==> config.mk <==
export PLATFORM = sky130hd
export DESIGN_NAME = rqtrp_cell
export DESIGN_NICKNAME = d
export VERILOG_FILES = /design/src/rtl/rqtrp_pkg.sv /design/src/rtl/rqtrp_cell.sv
export SDC_FILE = /design/constraint.sdc
export NUM_CORES = 1
export LEC_CHECK = 0
export BUFFER_PORTS_ARGS = -buffer_cell sky130_fd_sc_hd__buf_2
export CAP_MARGIN = 40
export CORE_AREA = 2 2 164 166
export DETAILED_ROUTE_END_ITERATION = 10
export DIE_AREA = 0 0 166 168
export GPL_TIMING_DRIVEN = 0
export MAX_ROUTING_LAYER = met4
export SYNTH_ARGS = -nofsm -noshare
export SYNTH_HDL_FRONTEND = slang
export SYNTH_SLANG_ARGS = --single-unit
export TNS_END_PERCENT = 20
==> constraint.sdc <==
create_clock -name clk -period 4.5 [get_ports clk]
set_input_delay 0.675 -clock clk [delete_from_list [all_inputs] [get_ports clk]]
set_output_delay 0.675 -clock clk [all_outputs]
set_load 0.05 [all_outputs]
==> src/rtl/rqtrp_pkg.sv <==
// Package for the ranked point store with rectangle query.
// Holds widths, operation codes and the stored point type; no dependencies.
`timescale 1ns / 1ps
package rqtrp_pkg;
	localparam int POINTS_DEF = 1024;
	localparam int MAX_REPORT_DEF = 64;
	localparam int IN_W = 248;
	localparam int OUT_W = 112;

	typedef enum logic [1:0] {
		OP_CLEAR = 2'd0,
		OP_INSERT = 2'd1,
		OP_QUERY = 2'd2,
		OP_NONE = 2'd3
	} op_t;

	typedef struct packed {
		logic signed [7:0] id;
		logic signed [31:0] rank;
		logic signed [31:0] x;
		logic signed [31:0] y;
	} point_t;
endpackage

==> src/rtl/rqtrp_cell.sv <==
// One cell of the sorted point chain: holds one point and its valid flag.
// Depends on rqtrp_pkg.
`timescale 1ns / 1ps
module rqtrp_cell import rqtrp_pkg::*; (
	input  logic   clk,
	input  logic   arst_n,
	input  logic   clr,
	input  logic   ins,
	input  logic   rot,
	input  point_t new_pt,
	input  point_t prev_pt,
	input  logic   prev_valid,
	input  logic   prev_shift,
	input  point_t rot_pt,
	output logic   shift,
	output point_t pt_q,
	output logic   valid_q
);
	assign shift = valid_q && (pt_q.rank > new_pt.rank);

	always_ff @(posedge clk or negedge arst_n) begin
		if (!arst_n) begin
			valid_q <= 1'b0;
		end else if (clr) begin
			valid_q <= 1'b0;
		end else if (ins) begin
			if (prev_shift) begin
				valid_q <= prev_valid;
			end else if (shift || (!valid_q && prev_valid)) begin
				valid_q <= 1'b1;
			end
		end
	end

	always_ff @(posedge clk) begin
		if (rot) begin
			pt_q <= rot_pt;
		end else if (ins) begin
			if (prev_shift) begin
				pt_q <= prev_pt;
			end else if (shift || (!valid_q && prev_valid)) begin
				pt_q <= new_pt;
			end
		end
	end
endmodule

# Word-level counts from Yosys, hierarchy flattened
# Index checks and enable logic that the tools add are counted.
# Widths: inputs -> output; s select.
[totals]
memories = 0
ram_bits = 0
latch_bits = 0
romBits = 0
register_bits = 105
[op_classes]
div = 0
multipliers = 0
bitwise = 0
add_sub_neg = 0
n_eq_ne = 0
reduce_logical = 10
n_shift = 0
n_mux = 8
n_lt_le_gt_ge = 1
[ops]
columns = ["op", "count"]
rows = [
  ["$mux 104", 4],
  ["$gt 32x32->1", 1],
  ["$reduce_bool 3->1", 2],
  ["$mux 1", 4],
  ["$reduce_and 2->1", 2],
  ["$reduce_bool 2->1", 2],
  ["$logic_and 1x1->1", 2],
  ["$logic_not 1->1", 1],
  ["$logic_or 1x1->1", 1],
]

# Depth between registers and ports, before layout
# Gate-level depths: netlist of the first run.
[logic_depth]
word_depth = 7
mapped_depth = 8
depth_no_buf = 8

# Worst setup path after synthesis of the first run
# OpenSTA, ideal clock, no wires.
[synth_timing]
path_type = "flip-flop to flip-flop"
startpoint = "register pt_q[78] (netlist bit)"
endpoint = "register pt_q[0] (netlist bit) (enable)"
path_stages_with_launch = 8
path_buffers = 0
slack_ns = -0.429
required_ns = 4.031
setup_ns = 0.469
arrival_ns = 4.460
path_cell_list = "edfxtp_1 > ha_1 > nand4_1 > or4_1 > a21oi_1 > o311a_1 > or4b_1 > a41o_1"
[synth_via]
elab_chain_cells = 5
[synth_lines]
columns = ["element", "line", "source"]
rows = [
  ["start: declaration", "rqtrp_cell.sv:16", "output point_t pt_q,"],
  ["start signal: assignment", "rqtrp_cell.sv:37", "pt_q <= rot_pt;"],
  ["start signal: assignment", "rqtrp_cell.sv:40", "pt_q <= prev_pt;"],
  ["start signal: assignment", "rqtrp_cell.sv:42", "pt_q <= new_pt;"],
  ["$gt 32x32->1", "rqtrp_cell.sv:19", "assign shift = valid_q && (pt_q.rank > new_pt.rank);"],
  ["$logic_and 1x1->1", "rqtrp_cell.sv:19", ""],
  ["$logic_or 1x1->1", "rqtrp_cell.sv:41", "end else if (shift || (!valid_q && prev_valid)) begin"],
  ["$reduce_bool 3->1 (no line)", "-", ""],
  ["$reduce_and 2->1 (no line)", "-", ""],
]
# No other way between the ends.
# A chain may end at the register's enable or synchronous reset.

# Final worst setup path of the first run
[layout_timing]
startpoint = "input port new_pt[69] (netlist bit)"
endpoint = "output port shift"
[layout_via]
elab_chain_cells = 2
[layout_lines]
columns = ["element", "line", "source"]
rows = [
  ["start: declaration", "rqtrp_cell.sv:10", "input point_t new_pt,"],
  ["$gt 32x32->1", "rqtrp_cell.sv:19", ""],
  ["$logic_and 1x1->1", "rqtrp_cell.sv:19", ""],
  ["end: declaration", "rqtrp_cell.sv:15", "output logic shift,"],
]
# No other way between the ends.

==> results.yml, run 1 <==
final_layout:
  fillCellCount: 2789
  finalNetCount: 1364
  drive_above_1_share_pct: 43.91
  area_delta_synth_final_pct: 48.36
clocking:
  cts.htree.levels: 3
  cts_max_path_buffers: 2
  cts.repair.resized: 0
  post_cts_buffers: 0
  cts_tree: "done"
  ctsRootBufferMaster: "clkbuf_16"
  clk_latency_ns: 0.35
  clkTransAtPathRegs_ns: 0.08
  cts.sinks: 105
  holdBufCountCts: 0
  numCtsBuffers: 9
routing:
  ant_nets: 0
  first_iter_violations: 300
  via_per_inst: 4.453
  vias: 6061
  drc: 0
  dr.pass1.iters: 4
  drt_wl_total_um: 24220
  wl_per_cell_um: 17.79
global_route:
  track_usage_pct: 17.34
  grt_max_degree: 55
  grt_pass1_vias: 6060
  grt_first_pass_wirelength_um: 35680
  grt_overflow: 0
  antenna_found_initial: 3
floorplan:
  die-area_mm2: 0.02789
  ios: 425
  num_rows: 60
  die_h_um: 168
  start_util_pct: 23.16
  die_width_um: 166
  coreArea_mm2: 0.02635
yosys:
  yosys-top-cells-count: "111 x nand2_1, 106 x o21ai_0, 104 x edfxtp_1, 104 x mux2i_1"
  synth_seq_cells: 105
  yosys_warnings: 0
  synth_top_area_share_pct: 51.17
  synth_edf_count: 104
  syn_inst: 575
  synth_top_area_cell: "edfxtp_1"
  async_reset_ff_share_pct: 0.9524
  synth_cell_type_count: 33
  synthTopCellsByArea: "edfxtp_1 51%, mux2i_1 17%, o21ai_0 8.7%"
  syn_avg_cell_area_um2: 10.61
  synthFlopType: "edfxtp_1"
  synth.most_common_cell: "nand2_1"
  synth_area_mm2: 0.006103
  yosysSeqAreaShare_pct: 51.58
  syn-num-nets: 926
power:
  ir_drop_v: 0.0001850
  p_per_area_mw_per_mm2: 341.1
  p_leak_nw: 4.516
sta:
  fin_crit_sh_pct: 82.96
  hold_viol_final: 0
  fin_hold_ws_ns: 0.07921
  drv_slew: 0
  tightest_slew_ns: 0.8203
  fin_crit_ns: 3.733
  fin_tns_setup_ns: 0
  clock_skew_ns: 0.01429
  setup_viol: 0
  relSlewSlack_pct: 45.31
  rsz0062_at_grt: "no"
  max_freq_mhz: 267.9
placed_design:
  dp_hpwl_um: 20060
  numPortBuffers: 422
  gp_congestion: 0.8800
worst_setup_path:
  required_ns: 3.83
  criticalPathCategory: "in -> out"
  cp-start-kind: "primary input"
  cp-end-kind: "output port"
  worstPathMaxFanout: 2
  arrival_ns: 3.06
  worstRegToRegCells: 7
worst_hold_path:
  hp-class: "in -> async"
status:
  status: "completed"
run:
  cap_violations: 0
==> cell families (layout without fill, tap and decap cells) <==
family	count (synthesis)	count (layout)	share of synthesized area [%]
multiplexers	104	104	17.06
AND/OR/NAND/NOR	136	136	9.246
AO/OA/AOI/OAI	131	131	11.42
flip-flops	105	105	51.58
adder cells (fa/ha/maj)	32	32	6.560
buffers and inverters	67	510	4.141
other	0	2	0
==> report_power, final <==
group          switching, W  internal [W]
clock network      0.000406      0.000495
registers         0.0000378       0.00120
logic              0.000659      0.000288
==> path summary, 6_finish.rpt <==
check / to / startpoint / slack [ns]
min: valid_q$_DFFE_PN0P_ / arst_n / 0.08
max in group asynchronous: valid_q$_DFFE_PN0P_ / arst_n / 4.34
max: shift / new_pt[69] / 0.77
min reg2reg: valid_q$_DFFE_PN0P_ / valid_q$_DFFE_PN0P_ / 0.79
max reg2reg: pt_q[4]$_DFFE_PP_ / pt_q[93]$_DFFE_PP_ / 0.99
min in group clk: valid_q$_DFFE_PN0P_ / clr / 0.47
==> cells in the final DEF, fill, tap and decap left out, drive strengths merged <==
cell | synthesis | routed
o31ai | 1 | 1
o211ai | 1 | 1
clkinv | 0 | 2
a21o | 1 | 1
nand4 | 6 | 6
o21bai | 1 | 1
buf | 7 | 434
or4b | 1 | 1
ha | 32 | 32
diode | 0 | 2
and3 | 1 | 1
bufinv | 0 | 2
a22oi | 1 | 1
a221o | 1 | 1
nor2b | 2 | 2
clkbuf | 28 | 37
dfrtp | 1 | 1
o311a | 1 | 1
inv | 32 | 35
nand3 | 8 | 8
a21oi | 14 | 14
o31a | 1 | 1
or4 | 1 | 1
o21ai | 107 | 107
nor2 | 3 | 3
nand2 | 111 | 111
mux2i | 104 | 104
nor4 | 1 | 1
a211oi | 1 | 1
a41o | 1 | 1
and4 | 1 | 1
edfxtp | 104 | 104
nand2b | 1 | 1
==> layout make-up <==
type	count	area, um^2	share of cell area [%]
clock buffers	9	225.2	2.487
repair buffers	427	2185	24.13
plain buffers	35	132.6	1.465
multi-input cells	403	2714	29.97
diodes	2	5.005	0.05527
flip-flops and latches	105	3148	34.77
inverters	32	120.1	1.327
clock inverters	7	98.84	1.092
well taps	341	426.7	4.712
==> metal layers <==
| metal | GRT usage [%] | wire, um |
|---|---|---|
| met1 | 20.76 | 10120 |
| met2 | 29.66 | 11980 |
| met3 | 3.902 | 1638 |
| met4 | 4.348 | 470 |
| met5 | - | 0 |
==> metrics by stage <==
step	cells	total power [W]	utilization (%)	cell area (um^2)	worst slack, ns
detailed placement	1343	0.002219	33.11	8726	0.4871
CTS	1359	0.003126	34.34	9050	0.7434
finish	1361	0.003088	34.36	9055	0.7667
global placement	1338	0.002201	32.80	8643	-0.3543
global route	1361	0.003231	34.36	9055	0.6573
floorplan	575	0.001859	-	6105	0.6879
==> critical path, stage by stage <==
cell	delay (ns)
buf_2	0.10
inv_1	0.04
ha_1	0.31
a21oi_2	0.16
o21ai_1	0.09
a221o_1	0.32
o311a_1	0.39
or4b_1	0.55
and3_2	0.21
buf_2	0.21
==> state kept, by name, summed over array words and instances (netlist names) <==
name	cells
pt_q	104
valid_q	1
No activity file was read; power rests on OpenSTA's default activity.
==> run 2, diff against run 1 <==
==> constraint.sdc (replaced) <==
create_clock -name clk -period 3.26 [get_ports clk]
set_input_delay 0.489 -clock clk [delete_from_list [all_inputs] [get_ports clk]]
set_output_delay 0.489 -clock clk [all_outputs]
set_load 0.05 [all_outputs]
==> run 2 against run 1 <==
Against the previous run:
- the run now ends with setup timing left
- first-iteration DRC count down 3.7%
- global-route usage down 0.18 points
- sequential power up 38%
- die area unchanged
- clock skew up 0.0063 ns
- worst hold slack better by 0.26 ns
- core utilization up 0.27 points
- combinational power up 39%
==> results.yml, run 2 (synthesized netlist as in run 1, its figures left out) <==
status:
  status: "complete, but fails checks"
  violations: "setup timing"
worst_setup_path:
  cp-end-kind: "output port"
  worstRegToRegCells: 9
  criticalPathCategory: "reg -> out"
  cp_top_family: "simple AND/OR/NAND/NOR gates"
  r2r-end: "pt_q[57]$_DFFE_PP_"
  required_ns: 2.77
  crit_chain: "ha_1 -> nand4_1 -> nor2_1 -> a221o_1 -> o311a_1 -> or4b_4 -> and3_2 -> buf_6"
  crit_slowest_cell: "or4b_4"
  timing.rr.start: "pt_q[76]$_DFFE_PP_"
  slowest_delay_ns: 0.53
  worstPathMaxFanout: 3
  critPathBufInv: 1
  cp-start-kind: "flop"
  critical_path.startpoint: "pt_q[76]$_DFFE_PP_"
  arrival_ns: 2.84
  ff2ff_setup_slack_ns: 0.04
placed_design:
  placed_area_mm2: 0.008733
  dp.cells: 1340
  pre_cts_ws_ns: -0.3881
  dp_hpwl_um: 19420
  gp_congestion: 0.8542
  numPortBuffers: 422
power:
  p_leak_nw: 4.508
  ir_drop_v: 0.0002083
  clkPwrFrac_pct: 28.0
  intPower_w: 0.002684
  p_sw_w: 0.001535
  comb_power_share_pct: 31.4
  pwr-share-seq_pct: 40.6
  switching_share_pct: 36.37
  p_per_area_mw_per_mm2: 462.3
clocking:
  cts_max_path_buffers: 2
  cts.sinks: 105
  cts_tree: "done"
  ctsRootBufferMaster: "clkbuf_16"
  clkTransAtPathRegs_ns: 0.07
  cts.htree.levels: 3
  numCtsBuffers: 9
  clk_latency_ns: 0.36
routing:
  drt_wl_total_um: 24100
  wl_per_cell_um: 17.69
  via_per_inst: 4.462
  drc: 0
  vias: 6077
  ant_nets: 0
  dr.pass1.iters: 4
  first_iter_violations: 289
sta:
  setup_viol: 1
  rsz0062_at_grt: "yes"
  fin_crit_ns: 3.328
  relSlewSlack_pct: 41.33
  timing.final.ws_setup_ns: -0.06789
  drv_slew: 0
  clock_skew_ns: 0.02061
  tightest_slew_ns: 0.8801
  max_freq_mhz: 300.5
  hold_viol_final: 0
  fin_hold_ws_ns: 0.3441
  fin_crit_sh_pct: 102.1
floorplan:
  coreArea_mm2: 0.02635
  num_rows: 60
  die-area_mm2: 0.02789
  start_util_pct: 23.16
  die_width_um: 166
  die_h_um: 168
  ios: 425
final_layout:
  regMostFlops: "pt_q"
  largestRegisters: "pt_q x104, valid_q x1"
  fin_util_pct: 34.63
  final_common_cell: "buf_2"
  instances_no_fill: 1362
  finalNetCount: 1365
  drive_above_1_share_pct: 44.85
  most-common-layout-cells: "422 x buf_2, 111 x nand2_1, 106 x o21ai_0, 104 x mux2i_1, 104 x edfxtp_1"
  design_area_mm2: 0.009125
  largest_reg_flops: 104
  area_delta_synth_final_pct: 49.51
global_route:
  antenna_found_initial: 2
  track_usage_pct: 17.15
  grt_max_degree: 54
  grt_first_pass_wirelength_um: 35600
  grt_pass1_vias: 6165
  grt_overflow: 0
worst_hold_path:
  holdPathStages: 2
  hold_end: "valid_q$_DFFE_PN0P_"
  hp-class: "in -> reg"
  hold_start: "clr"
run:
  cap_violations: 0
## run 2: power by group through the flow
stage / combinational, W / sequential (W) / clock (W)
after floorplan: 0.000339 / 0.00223 / 0
after global routing: 0.00142 / 0.00173 / 0.00126
final: 0.00132 / 0.00171 / 0.00118
after detailed placement: 0.00131 / 0.00174 / 0
after CTS: 0.00133 / 0.00171 / 0.00123
after global placement: 0.00130 / 0.00174 / 0
## run 2: routing by layer
layer	global-route usage, %	share of wire, %	up-vias	routed length [um]
met3	3.902	6.4	30	1543
met2	29.62	50	283	12140
li1	-	-	2971	-
met4	4.802	2.0	0	492
met1	20.10	41	2793	9921
met5	-	0	-	0
## run 2: timing repair
item / CTS / global route
pin swaps: 3 / 1
endpoints found under the hold margin: 1 / 0
buffers inserted: 2 / 0
setup endpoints to repair: 54 / 80
cloned: 1 / 0
hold buffers: 1 / 0
resized for setup: 3 / 5
## run 2: how the worst max path moves through the flow
stage | endpoint | slack, ns | depth (start not counted)
after floorplan | pt_q[0]$_DFFE_PP_ | 0.007 | 7
after global placement | pt_q[31]$_DFFE_PP_ | -0.56 | 9
after detailed placement | pt_q[31]$_DFFE_PP_ | -0.39 | 10
after CTS | shift | -0.11 | 8
after global routing | shift | -0.17 | 8
final | shift | -0.07 | 8
## run 2: cell type report
type | count | area (um^2)
Antenna cell | 2 | 5.005
Buffer | 35 | 132.6
Clock buffer | 9 | 225.2
Clock inverter | 7 | 85.08
Fill cell | 2765 | 17230
Inverter | 32 | 120.1
Multi-Input combinational cell | 404 | 2796
Sequential cell | 105 | 3148
Tap cell | 341 | 426.7
Timing Repair Buffer | 427 | 2186
## run 2: metrics by stage
step	total power (W)	setup TNS, ns
after global routing	0.004409	-3.814
after floorplan	0.002573	0
after detailed placement	0.003055	-23.21
after global placement	0.003035	-57.43
final	0.004219	-0.06789
after CTS	0.004274	-4.628
==> run 3, diff against run 2 <==
--- a/config.mk
+++ b/config.mk
@@ -5,11 +5,11 @@
 export SDC_FILE = /design/constraint.sdc
 export NUM_CORES = 1
 export LEC_CHECK = 0
-export BUFFER_PORTS_ARGS = -buffer_cell sky130_fd_sc_hd__buf_2
 export CAP_MARGIN = 40
-export CORE_AREA = 2 2 164 166
+export CORE_AREA = 2 2 166 168
 export DETAILED_ROUTE_END_ITERATION = 10
-export DIE_AREA = 0 0 166 168
+export DIE_AREA = 0 0 168 170
+export DONT_BUFFER_PORTS = 1
 export GPL_TIMING_DRIVEN = 0
 export MAX_ROUTING_LAYER = met4
 export SYNTH_ARGS = -nofsm -noshare
==> run 3 against run 2 <==
Against the previous run:
- the run still ends with setup timing left
- die area rose by 2.4%
- clock skew fell by 0.0055 ns
- clock power fell by 7%
- non-clock buffer count fell by 417
- design area fell by 22%
- sequential power rose by 32%
- global-route usage fell by 1.7 points
- fmax fell by 7.4%
- critical endpoint unchanged
==> results.yml, run 3 (synthesized netlist as in run 1, its figures left out) <==
status:
  status: "complete, but fails checks"
  violations: "setup timing"
worst_hold_path:
  hp-class: "in -> reg"
  hold_start: "clr"
clocking:
  cts.sinks: 105
  clkTransAtPathRegs_ns: 0.08
  ctsRootBufferMaster: "clkbuf_16"
  cts_max_path_buffers: 2
  numCtsBuffers: 9
  cts_tree: "done"
  clk_latency_ns: 0.35
  cts.htree.levels: 3
power:
  comb_power_share_pct: 13.9
  pwr-share-seq_pct: 57.9
  switching_share_pct: 37.83
  intPower_w: 0.002420
  clkPwrFrac_pct: 28.2
  p_leak_nw: 2.866
  p_sw_w: 0.001472
  p_per_area_mw_per_mm2: 544.7
  ir_drop_v: 0.0002574
worst_setup_path:
  worstPathMaxFanout: 4
  critical_path.startpoint: "pt_q[65]$_DFFE_PP_"
  cp-end-kind: "output port"
  required_ns: 2.77
  arrival_ns: 3.10
  criticalPathCategory: "reg -> out"
  timing.rr.start: "pt_q[65]$_DFFE_PP_"
  cp-start-kind: "flop"
  ff2ff_setup_slack_ns: -0.11
final_layout:
  largestRegisters: "pt_q x104, valid_q x1"
  largest_reg_flops: 104
  instances_no_fill: 944
  final_common_cell: "nand2_1"
  drive_above_1_share_pct: 7.297
  finalNetCount: 949
  most-common-layout-cells: "111 x nand2_1, 106 x o21ai_0, 104 x mux2i_1, 104 x edfxtp_1, 32 x inv_1"
  regMostFlops: "pt_q"
  antenna_cells: 0
  area_delta_synth_final_pct: 17.08
global_route:
  grt_first_pass_wirelength_um: 30820
  grt_pass1_vias: 4573
  grt_overflow: 0
  track_usage_pct: 15.44
  antenna_found_initial: 0
  grt_max_degree: 53
floorplan:
  num_rows: 60
  die_width_um: 168
  die-area_mm2: 0.02856
  coreArea_mm2: 0.02665
  die_h_um: 170
  start_util_pct: 22.90
  ios: 425
run:
  cap_violations: 0
routing:
  dr.pass1.iters: 5
  drt_wl_total_um: 23550
  vias: 4695
  drc: 0
  via_per_inst: 4.974
  ant_nets: 0
  wl_per_cell_um: 24.95
  first_iter_violations: 339
sta:
  clock_skew_ns: 0.01515
  timing.final.ws_setup_ns: -0.3328
  fin_hold_ws_ns: 0.2104
  hold_viol_final: 0
  rsz0062_at_grt: "yes"
  fin_crit_ns: 3.593
  relSlewSlack_pct: 42.97
  setup_viol: 88
  fin_crit_sh_pct: 110.2
  tightest_slew_ns: 0.8554
  drv_slew: 0
  max_freq_mhz: 278.3
placed_design:
  numPortBuffers: 0
  gp_congestion: 0.8208
  dp_hpwl_um: 18180
  dp.cells: 918
run 3: changes by cell type in the layout (fill, tap and decap cells not counted), sizes merged:
cell,before,now
buf,433,13
a41o,2,3
bufinv,1,0
diode,2,0
inv,35,34
clkbuf,37,41
clkinvlp,2,3
run 3: power groups by stage:
| stage | clock network, W | registers, W | logic [W] |
|---|---|---|---|
| after floorplan | 0 | 0.00223 | 0.000339 |
| after global placement | 0 | 0.00228 | 0.000464 |
| after detailed placement | 0 | 0.00228 | 0.000485 |
| after CTS | 0.00114 | 0.00225 | 0.000500 |
| after global routing | 0.00118 | 0.00227 | 0.000611 |
| final | 0.00110 | 0.00225 | 0.000541 |
run 3: final timing paths:
path | to | cells past startpoint
worst min register to register | valid_q$_DFFE_PN0P_ | 2
worst max-delay path | shift | 7
worst min-delay path | valid_q$_DFFE_PN0P_ | 1
worst max register to register | pt_q[64]$_DFFE_PP_ | 8
min in group asynchronous | valid_q$_DFFE_PN0P_ | 1
max in group asynchronous | valid_q$_DFFE_PN0P_ | 1
run 3: worst max-delay path, stage by stage (launching register included):
cell      delay (ns)
edfxtp_1        0.80
ha_4            0.30
nor2b_1         0.12
o211ai_1        0.19
a21oi_2         0.08
o311a_1         0.42
or4b_4          0.58
and3_4          0.25
run 3: per-stage QoR:
step                area (um^2)  TNS, ns  utilization (%)  power, W  setup slack (ns)
floorplan                  6152        0                -  0.002573          0.006615
global placement           6579   -82.21            24.69  0.002749           -0.8029
detailed placement         6621   -52.45            24.85  0.002766           -0.6646
CTS                        6944   -26.35            26.06  0.003892           -0.3604
global route               7146   -14.86            26.81  0.004054           -0.4309
finish                     7146   -5.285            26.81  0.003892           -0.3328
run 3: per-layer routing:
layer  track usage, %  wire length [um]  part of all wire [%]  vias up
met2            26.10             11460                    49      287
met5                -                 0                     0        -
li1                 -                 -                     -     2135
met1            18.40              9700                    41     2253
met3            4.116              1968                   8.4       20
met4            3.667               425                   1.8        0
run 3: layout make-up:
cell class,instances,area [um^2]
fillers,2820,19510
flip-flops and latches,105,3148
multi-input cells,405,2873
well taps,341,426.7
clock buffers,10,229.0
repair buffers,10,165.2
plain buffers,35,132.6
inverters,32,120.1
clock inverters,6,51.30
run 3: timing repair:
action,in CTS,in global routing
hold buffers,1,0
gates resized for setup,3,11
pin swaps,4,7
cloned,1,5
setup endpoints to repair,105,105
endpoints found under the hold margin,1,0
buffers inserted,1,2
